**src/rtl/core/wsd_pkg.sv**
```systemverilog
`default_nettype none

package wsd_pkg;

  // extended length register width
  localparam int unsigned LENGTH_WIDTH = 64;

  // depth of the command queue between parser and output stage (power of two)
  localparam int unsigned QUEUE_DEPTH = 2;

  // result kinds
  localparam logic [1:0] KIND_PAYLOAD = 2'd0;
  localparam logic [1:0] KIND_EMPTY   = 2'd1;
  localparam logic [1:0] KIND_CLOSE   = 2'd2;

  // header constants
  localparam logic [3:0] OPC_CLOSE      = 4'h8;
  localparam logic [6:0] LEN7_EXT_SHORT = 7'd126;
  localparam logic [6:0] LEN7_EXT_LONG  = 7'd127;
  localparam logic [3:0] EXT_BYTES_SHORT = 4'd2;
  localparam logic [3:0] EXT_BYTES_LONG  = 4'd8;
  localparam logic [3:0] KEY_BYTES       = 4'd4;

  // one classified result, handed from the parser to the output stage
  typedef struct packed {
    logic [7:0] data;
    logic [7:0] key;
    logic       last;
    logic [1:0] kind;
    logic [3:0] opcode;
  } cmd_t;

endpackage

`default_nettype wire

```
**src/rtl/core/websocket_frame_deframer.sv**
```systemverilog
// each result is written into the command queue, then loaded into the output register that presents it
// throughput: one byte per cycle while the queue has room, set by the header parser and
//   the 64-bit length decrement in its payload phase
// a 2-entry command queue and the output register keep input flowing while a result waits
// reset (rst_ni, async, active low) returns the parser to waiting for a first header byte
//   and empties the queue and output register
`default_nettype none

module websocket_frame_deframer #(
  parameter int unsigned LengthWidth = wsd_pkg::LENGTH_WIDTH,
  parameter int unsigned QueueDepth  = wsd_pkg::QUEUE_DEPTH
) (
  input  wire logic       clk_i,
  input  wire logic       rst_ni,
  // byte stream in
  input  wire logic       in_valid_i,
  output logic            in_ready_o,
  input  wire logic [7:0] in_byte_i,
  // results out
  output logic            out_valid_o,
  input  wire logic       out_ready_i,
  output logic [7:0]      payload_byte_o,
  output logic            last_in_frame_o,
  output logic [1:0]      result_kind_o,
  output logic [3:0]      frame_opcode_o
);

  logic          accept;
  logic          push;
  logic          q_full;
  logic          q_valid;
  logic          pop;
  wsd_pkg::cmd_t front_cmd;
  wsd_pkg::cmd_t q_cmd;

  // take a byte whenever the queue has room, whatever the parse phase
  assign in_ready_o = !q_full;
  assign accept     = in_valid_i && in_ready_o;

  // front: header parsing, length tracking, key byte selection
  wsd_front #(
    .LengthWidth(LengthWidth)
  ) u_front (
    .clk_i    (clk_i),
    .rst_ni   (rst_ni),
    .accept_i (accept),
    .in_byte_i(in_byte_i),
    .cmd_o    (front_cmd),
    .push_o   (push)
  );

  // short queue decoupling the parser from output stalls
  wsd_queue #(
    .Depth(QueueDepth)
  ) u_queue (
    .clk_i  (clk_i),
    .rst_ni (rst_ni),
    .push_i (push),
    .cmd_i  (front_cmd),
    .full_o (q_full),
    .valid_o(q_valid),
    .cmd_o  (q_cmd),
    .pop_i  (pop)
  );

  // back: unmasking and the registered output transfer
  wsd_back u_back (
    .clk_i          (clk_i),
    .rst_ni         (rst_ni),
    .q_valid_i      (q_valid),
    .q_cmd_i        (q_cmd),
    .pop_o          (pop),
    .out_valid_o    (out_valid_o),
    .out_ready_i    (out_ready_i),
    .payload_byte_o (payload_byte_o),
    .last_in_frame_o(last_in_frame_o),
    .result_kind_o  (result_kind_o),
    .frame_opcode_o (frame_opcode_o)
  );

endmodule

`default_nettype wire

```
**src/rtl/core/wsd_front.sv**
```systemverilog
`default_nettype none

module wsd_front #(
  parameter int unsigned LengthWidth = wsd_pkg::LENGTH_WIDTH
) (
  input  wire logic         clk_i,
  input  wire logic         rst_ni,
  input  wire logic         accept_i,
  input  wire logic [7:0]   in_byte_i,
  output wsd_pkg::cmd_t     cmd_o,
  output logic              push_o
);

  localparam logic [2:0] PH_FIRST   = 3'd0;
  localparam logic [2:0] PH_SECOND  = 3'd1;
  localparam logic [2:0] PH_EXTLEN  = 3'd2;
  localparam logic [2:0] PH_KEY     = 3'd3;
  localparam logic [2:0] PH_PAYLOAD = 3'd4;

  logic [2:0]             phase_q, phase_d;
  logic [3:0]             hcnt_q, hcnt_d;
  logic [3:0]             opc_q, opc_d;
  logic                   mask_q, mask_d;
  logic                   ext_long_q, ext_long_d;
  logic [31:0]            key_q, key_d;
  logic [LengthWidth-1:0] rem_q, rem_d;
  logic [1:0]             kidx_q, kidx_d;

  logic [3:0]             hcnt_inc;
  logic [3:0]             ext_needed;
  logic [6:0]             len7;
  logic [LengthWidth-1:0] rem_shift;
  logic [7:0]             key_sel;

  assign hcnt_inc   = hcnt_q + 4'd1;
  assign ext_needed = ext_long_q ? wsd_pkg::EXT_BYTES_LONG : wsd_pkg::EXT_BYTES_SHORT;
  assign len7       = in_byte_i[6:0];
  assign rem_shift  = {rem_q[LengthWidth-9:0], in_byte_i};

  always_comb begin
    case (kidx_q)
      2'd0:    key_sel = key_q[31:24];
      2'd1:    key_sel = key_q[23:16];
      2'd2:    key_sel = key_q[15:8];
      default: key_sel = key_q[7:0];
    endcase
  end

  always_comb begin
    phase_d    = phase_q;
    hcnt_d     = hcnt_q;
    opc_d      = opc_q;
    mask_d     = mask_q;
    ext_long_d = ext_long_q;
    key_d      = key_q;
    rem_d      = rem_q;
    kidx_d     = kidx_q;
    push_o     = 1'b0;
    cmd_o      = '{data: 8'd0, key: 8'd0, last: 1'b1,
                   kind: wsd_pkg::KIND_EMPTY, opcode: opc_q};

    case (phase_q)
      PH_SECOND: begin
        if (opc_q == wsd_pkg::OPC_CLOSE) begin
          phase_d    = PH_FIRST;
          push_o     = 1'b1;
          cmd_o.kind = wsd_pkg::KIND_CLOSE;
        end else begin
          mask_d = in_byte_i[7];
          hcnt_d = 4'd0;
          if (len7 == wsd_pkg::LEN7_EXT_SHORT || len7 == wsd_pkg::LEN7_EXT_LONG) begin
            ext_long_d = (len7 == wsd_pkg::LEN7_EXT_LONG);
            rem_d      = '0;
            phase_d    = PH_EXTLEN;
          end else begin
            rem_d  = {{(LengthWidth-7){1'b0}}, len7};
            kidx_d = 2'd0;
            if (in_byte_i[7]) begin
              phase_d = PH_KEY;
            end else if (len7 == 7'd0) begin
              phase_d = PH_FIRST;
              push_o  = 1'b1;
            end else begin
              phase_d = PH_PAYLOAD;
            end
          end
        end
      end
      PH_EXTLEN: begin
        rem_d  = rem_shift;
        hcnt_d = hcnt_inc;
        if (hcnt_inc >= ext_needed) begin
          hcnt_d = 4'd0;
          kidx_d = 2'd0;
          if (mask_q) begin
            phase_d = PH_KEY;
          end else if (rem_shift == '0) begin
            phase_d = PH_FIRST;
            push_o  = 1'b1;
          end else begin
            phase_d = PH_PAYLOAD;
          end
        end
      end
      PH_KEY: begin
        key_d  = {key_q[23:0], in_byte_i};
        hcnt_d = hcnt_inc;
        if (hcnt_inc >= wsd_pkg::KEY_BYTES) begin
          hcnt_d = 4'd0;
          kidx_d = 2'd0;
          if (rem_q == '0) begin
            phase_d = PH_FIRST;
            push_o  = 1'b1;
          end else begin
            phase_d = PH_PAYLOAD;
          end
        end
      end
      PH_PAYLOAD: begin
        kidx_d     = kidx_q + 2'd1;
        rem_d      = rem_q - {{(LengthWidth-1){1'b0}}, 1'b1};
        push_o     = 1'b1;
        cmd_o.data = in_byte_i;
        cmd_o.key  = mask_q ? key_sel : 8'd0;
        cmd_o.kind = wsd_pkg::KIND_PAYLOAD;
        // count reaches zero after this byte
        cmd_o.last = (rem_q == {{(LengthWidth-1){1'b0}}, 1'b1});
        if (cmd_o.last) begin
          phase_d = PH_FIRST;
        end
      end
      default: begin
        opc_d   = in_byte_i[3:0];
        hcnt_d  = 4'd0;
        phase_d = PH_SECOND;
      end
    endcase

    if (!accept_i) begin
      push_o = 1'b0;
    end
  end

  always_ff @(posedge clk_i or negedge rst_ni) begin
    if (!rst_ni) begin
      phase_q    <= PH_FIRST;
      hcnt_q     <= 4'd0;
      opc_q      <= 4'd0;
      mask_q     <= 1'b0;
      ext_long_q <= 1'b0;
      key_q      <= 32'd0;
      rem_q      <= '0;
      kidx_q     <= 2'd0;
    end else if (accept_i) begin
      phase_q    <= phase_d;
      hcnt_q     <= hcnt_d;
      opc_q      <= opc_d;
      mask_q     <= mask_d;
      ext_long_q <= ext_long_d;
      key_q      <= key_d;
      rem_q      <= rem_d;
      kidx_q     <= kidx_d;
    end
  end

endmodule

`default_nettype wire

```
**src/rtl/core/wsd_queue.sv**
```systemverilog
`default_nettype none

module wsd_queue #(
  parameter int unsigned Depth = wsd_pkg::QUEUE_DEPTH
) (
  input  wire logic          clk_i,
  input  wire logic          rst_ni,
  input  wire logic          push_i,
  input  wire wsd_pkg::cmd_t cmd_i,
  output logic               full_o,
  output logic               valid_o,
  output wsd_pkg::cmd_t      cmd_o,
  input  wire logic          pop_i
);

  localparam int unsigned PtrW = (Depth > 1) ? $clog2(Depth) : 1;
  localparam int unsigned CntW = $clog2(Depth + 1);
  localparam logic [CntW-1:0] DepthCnt = CntW'(Depth);

  wsd_pkg::cmd_t   mem_q [Depth];
  logic [PtrW-1:0] wr_ptr_q, rd_ptr_q;
  logic [CntW-1:0] cnt_q, cnt_d;

  assign full_o  = (cnt_q == DepthCnt);
  assign valid_o = (cnt_q != '0);
  assign cmd_o   = mem_q[rd_ptr_q];

  always_comb begin
    cnt_d = cnt_q;
    if (push_i && !pop_i) begin
      cnt_d = cnt_q + 1'b1;
    end else if (pop_i && !push_i) begin
      cnt_d = cnt_q - 1'b1;
    end
  end

  always_ff @(posedge clk_i or negedge rst_ni) begin
    if (!rst_ni) begin
      wr_ptr_q <= '0;
      rd_ptr_q <= '0;
      cnt_q    <= '0;
    end else begin
      cnt_q <= cnt_d;
      if (push_i) begin
        wr_ptr_q <= (wr_ptr_q == PtrW'(Depth - 1)) ? '0 : wr_ptr_q + 1'b1;
      end
      if (pop_i) begin
        rd_ptr_q <= (rd_ptr_q == PtrW'(Depth - 1)) ? '0 : rd_ptr_q + 1'b1;
      end
    end
  end

  always_ff @(posedge clk_i) begin
    if (push_i) begin
      mem_q[wr_ptr_q] <= cmd_i;
    end
  end

  a_no_overflow: assert property (@(posedge clk_i) disable iff (!rst_ni)
    !(push_i && full_o))
    else $error("queue written while full");

  a_no_underflow: assert property (@(posedge clk_i) disable iff (!rst_ni)
    !(pop_i && !valid_o))
    else $error("queue read while empty");

  a_count_bound: assert property (@(posedge clk_i) disable iff (!rst_ni)
    cnt_q <= DepthCnt)
    else $error("queue count beyond depth");

  a_count_track: assert property (@(posedge clk_i) disable iff (!rst_ni)
    (push_i && !pop_i) |=> (cnt_q == $past(cnt_q) + 1'b1))
    else $error("queue count lost a write");

endmodule

`default_nettype wire

```
**src/rtl/core/wsd_back.sv**
```systemverilog
`default_nettype none

module wsd_back (
  input  wire logic          clk_i,
  input  wire logic          rst_ni,
  input  wire logic          q_valid_i,
  input  wire wsd_pkg::cmd_t q_cmd_i,
  output logic             pop_o,
  output logic             out_valid_o,
  input  wire logic        out_ready_i,
  output logic [7:0]       payload_byte_o,
  output logic             last_in_frame_o,
  output logic [1:0]       result_kind_o,
  output logic [3:0]       frame_opcode_o
);

  logic       valid_q;
  logic [7:0] data_q;
  logic       last_q;
  logic [1:0] kind_q;
  logic [3:0] opc_q;

  // load the output register whenever the queue holds a result and the register is empty or being drained
  assign pop_o = q_valid_i && (!valid_q || out_ready_i);

  always_ff @(posedge clk_i or negedge rst_ni) begin
    if (!rst_ni) begin
      valid_q <= 1'b0;
    end else if (pop_o) begin
      valid_q <= 1'b1;
    end else if (out_ready_i) begin
      valid_q <= 1'b0;
    end
  end

  always_ff @(posedge clk_i) begin
    if (pop_o) begin
      data_q <= q_cmd_i.data ^ q_cmd_i.key;
      last_q <= q_cmd_i.last;
      kind_q <= q_cmd_i.kind;
      opc_q  <= q_cmd_i.opcode;
    end
  end

  assign out_valid_o     = valid_q;
  assign payload_byte_o  = data_q;
  assign last_in_frame_o = last_q;
  assign result_kind_o   = kind_q;
  assign frame_opcode_o  = opc_q;

  a_close_shape: assert property (@(posedge clk_i) disable iff (!rst_ni)
    (valid_q && kind_q == wsd_pkg::KIND_CLOSE) |->
      (last_q && data_q == 8'd0 && opc_q == wsd_pkg::OPC_CLOSE))
    else $error("close result malformed");

  a_empty_shape: assert property (@(posedge clk_i) disable iff (!rst_ni)
    (valid_q && kind_q == wsd_pkg::KIND_EMPTY) |-> (last_q && data_q == 8'd0))
    else $error("empty-frame result malformed");

  a_load_sets_valid: assert property (@(posedge clk_i) disable iff (!rst_ni)
    pop_o |=> valid_q)
    else $error("loaded result not presented");

endmodule

`default_nettype wire

```
**config.mk**
```make
export PLATFORM = sky130hd
export DESIGN_NAME = websocket_frame_deframer
export DESIGN_NICKNAME = d
export VERILOG_FILES = /design/src/rtl/core/wsd_pkg.sv /design/src/rtl/core/websocket_frame_deframer.sv /design/src/rtl/core/wsd_front.sv /design/src/rtl/core/wsd_queue.sv /design/src/rtl/core/wsd_back.sv
export SDC_FILE = /design/constraint.sdc
export NUM_CORES = 1
export LEC_CHECK = 0
export BUFFER_PORTS_ARGS = -buffer_cell sky130_fd_sc_hd__buf_2
export CORE_MARGIN = 4
export CORE_UTILIZATION = 55
export CTS_CLUSTER_DIAMETER = 50
export DETAILED_ROUTE_END_ITERATION = 6
export HOLD_SLACK_MARGIN = 0.03
export PLACE_DENSITY = 0.74
export SLEW_MARGIN = 30
export SYNTH_ARGS = -nofsm -noshare
export SYNTH_HDL_FRONTEND = slang
export SYNTH_SLANG_ARGS = --single-unit
```
**constraint.sdc**
```tcl
create_clock -name clk_i -period 5.38 [get_ports clk_i]
set_input_delay 0 -clock clk_i [delete_from_list [all_inputs] [get_ports clk_i]]
set_output_delay 0 -clock clk_i [all_outputs]
set_load 0.01 [all_outputs]
```
==> results.toml <==
[logic_synthesis]
synthesis.instances = 898
postSynthAreaPerCell_um2 = 10.2
syn_nets = 920
synth-seq-cells = 177
synth_flop_cell = "sky130_fd_sc_hd__dfrtp_1"
synth-warning-count = 0
number_of_unique_standard_cell_types_used_by_synthesis = 67
async_set_or_reset_flop_fraction_in_the_synthesized_netlist_pct = 65.5
synth_enable_flop_cells = 61
ys_seq_area_share_pct = 51.9
netlist_area_um2 = 9120

[setup_path]
worst_setup_ep_type = "register"
arrival_ns = 3.58
largest_stage_delay_worst_path_ns = 0.61
cp-start-kind = "register"
worstRegToRegCells = 10
reg2reg_from = "u_front.rem_q[0]"
critical_path.slowest_cell = "sky130_fd_sc_hd__or4b_2"
r2r_slack_ns = 1.91
data_required_critical_path_ns = 5.49
worstPathCellList = "inv_1 -> ha_1 -> or4b_2 -> nor4_1 -> nand3_1 -> nor2_1 -> nand3_1 -> o21a_1 -> nor2b_2 -> buf_4"
critical_path.reg2reg.endpoint = "u_queue.mem_q[1][16]"
path_max_fanout = 23
worstSetupPathType = "register to register"
cell_with_the_most_instances_on_the_worst_path = "sky130_fd_sc_hd__nand3_1"

[detailed_routing]
viasPerCell = 6.43
first_pass_iters = 5
average_routed_wire_per_standard_cell_um = 18.9
drt_wl_total_um = 21500
drt_iter0_drc = 918
routed-via-count = 7325
route.detailed.drc = 0
antenna_violating_nets_post_route = 0

[power]
power.share.clock_pct = 25.6
p_switching_uw = 1890
p_sw_share_pct = 39.3
power_leakage_uw = 0.00409
power.combinational.fraction_pct = 32.7
peakVddDrop_v = 0.000302
power_density_nw_per_um2 = 474
cellInternalPower_uw = 2910
share_seq_of_total_power_pct = 41.7

[global_routing]
grt_first_pass_wirelength_um = 35700
number_of_antenna_violations_at_the_first_check_in_global_routing = 0
grt_start_max_net_pins = 75
grt_overflow = 0
first_global_vias = 6930
globalRouteTotalUtil_pct = 24.1

[cts]
cts_hold_buffers = 10
clkLatencyLatePin_ns = 0.44
max-clock-path-buffers = 2
cts-buffers-inserted = 17
clk_root_buffer_cell = "sky130_fd_sc_hd__clkbuf_16"
htree_num_levels = 4
cts_tree = "yes"
number_of_post_cts_setup_repair_buffers = 0
cts.reportedPaths.clkPinSlew_ns = 0.07
cts_resized = 0
clock_sinks = 177

[finish]
post_layout_nets = 932
syn_to_final_growth_pct = 11.0
antenna_cells = 0
layout.cells.most_common = "sky130_fd_sc_hd__dfrtp_1"
layout.core_utilization_pct = 63.0
post_route_cells_drive_above_1_share_pct = 15.5
layout.cells.most_common_list = "sky130_fd_sc_hd__dfrtp_1, sky130_fd_sc_hd__o21ai_0, sky130_fd_sc_hd__nor2_1"
num-fill-cells = 1252
multi_input_area_um2 = 4130
regArea_um2 = 4730

[worst_hold_path]
timing.hold.worst_endpoint = "u_front.rem_q[53]"
hp-start = "in_valid_i"
hold_depth = 3
hp-class = "input pin to register"

[place]
detailedPlacementHpwl_um = 14100
placement.io_buffers = 28
place_congestion = 0.861

[timing]
fmax_mhz = 288
setup-violations-final = 0
max-slew-margin-rel_pct = 37.7
report.final.hold_viol_count = 0
totalNegativeSetupSlack_ns = 0
rsz_0062_raised_after_global_routing = "no"
final_period_minus_worst_setup_slack_ns = 3.47
tightest_slew_ns = 0.927
timing.final.crit_share_pct = 64.5
fin_worst_skew_ns = 0.0102
report.final.slew_viol_count = 0

[floorplanning]
chipHeight_um = 137
core.rowCount = 46
die-area_um2 = 18700
dieWidth_um = 137
initial_utilization_pct = 56.8
core-area_um2 = 16100
io_pins = 29

[status]
status = "finished, final reports clean"

[run]
drv.max_cap_violation_count = 0
[worst max path at each step]
stage                            to  cells past startpoint  slack, ns        startpoint
2_1_floorplan   u_queue.mem_q[1][0]                      9       1.60  u_front.rem_q[0]
3_3_place_gp    u_queue.mem_q[1][9]                     10       2.08  u_front.rem_q[0]
3_5_place_dp   u_queue.mem_q[1][17]                     10       1.90  u_front.rem_q[0]
4_1_cts         u_queue.mem_q[1][8]                     10       1.90  u_front.rem_q[0]
5_1_grt        u_queue.mem_q[1][13]                     10       1.66  u_front.rem_q[0]
6_report       u_queue.mem_q[1][16]                     10       1.91  u_front.rem_q[0]
[area by class of cell]
| class | instances | share of cell area (%) |
|---|---|---|
| sequential | 177 | 46.8 |
| clock buffer | 17 | 4.20 |
| timing repair buffer | 48 | 3.18 |
| clock inverter | 15 | 1.69 |
| inverter | 18 | 0.668 |
| tap | 216 | 2.67 |
| multi-input combinational | 648 | 40.8 |
[registers in the layout (all words and copies together), names as in the netlist, 2 cells and up]
register	flops
u_front.rem_q	64
u_queue.mem_q	46
u_front.key_q	32
u_back.payload_byte_o	8
u_back.frame_opcode_o	4
u_front.hcnt_q	4
u_front.opc_q	4
u_front.phase_q	3
u_back.result_kind_o	2
u_front.kidx_q	2
u_queue.cnt_q	2
[metal layers]
layer	vias to the layer above	share of wire, %	global-route usage [%]
met2	324	46	36.5
met3	43	7.1	4.56
li1	3421	-	-
met1	3537	45	34.9
met4	0	2.2	8.57
met5	-	0	0
[synth_stat cells (17+ instances only)]
cell type	number	share of area [%]
sky130_fd_sc_hd__inv_1	18	0.74
sky130_fd_sc_hd__o21ai_0	109	6.0
sky130_fd_sc_hd__nor4_1	17	1.2
sky130_fd_sc_hd__nand2_1	71	2.9
sky130_fd_sc_hd__nor3_1	34	1.9
sky130_fd_sc_hd__edfxtp_1	61	20
sky130_fd_sc_hd__mux2_2	45	5.6
sky130_fd_sc_hd__dfrtp_1	116	32
sky130_fd_sc_hd__a22oi_1	19	1.6
sky130_fd_sc_hd__nor2_1	73	3.0
sky130_fd_sc_hd__a21oi_1	61	3.3
sky130_fd_sc_hd__nand3_1	20	1.1
sky130_fd_sc_hd__a32oi_1	19	1.8
sky130_fd_sc_hd__clkbuf_1	46	1.9
[kinds of logic (layout without fill, tap and decap cells)]
kind of cell | after synthesis | in the layout | share of synthesized area [%]
flip-flops | 177 | 177 | 51.9
adder cells (fa/ha/maj) | 10 | 10 | 1.37
AND/OR/NAND/NOR | 301 | 301 | 17.6
AO/OA/AOI/OAI | 267 | 267 | 18.0
multiplexers | 46 | 46 | 5.67
buffers and inverters | 73 | 98 | 3.06
XOR/XNOR | 24 | 24 | 2.31
[stage by stage]
| step | total power, µW | hold WS, ns | area (µm²) | std cells | worst slack [ns] |
|---|---|---|---|---|---|
| after global placement | 3520 | 0.0575 | 9410 | 1097 | 2.08 |
| after global routing | 5090 | 0.111 | 10100 | 1139 | 1.66 |
| after floorplan | 3100 | -0.296 | 9120 | 898 | 1.60 |
| final | 4800 | 0.0809 | 10100 | 1139 | 1.91 |
| after detailed placement | 3560 | 0.0617 | 9420 | 1097 | 1.90 |
| after CTS | 4800 | 0.0721 | 10100 | 1139 | 1.90 |
[power groups by stage]
stage	Sequential (µW)	Combinational (µW)	Clock, µW
3_5_place_dp	2020	1540	0
3_3_place_gp	2000	1510	0
6_report	2000	1570	1230
5_1_grt	2040	1740	1310
4_1_cts	1990	1560	1250
2_1_floorplan	1930	1180	0
[critical path, delay by kind of cell (launching register included)]
kind                     cells  cell delay [ns]
AND/OR/NAND/NOR              6             1.78
flip-flops                   1             0.43
buffers and inverters        2             0.41
adder cells (fa/ha/maj)      1             0.27
AO/OA/AOI/OAI                1             0.25
No activity file was read; power rests on OpenSTA's default activity.
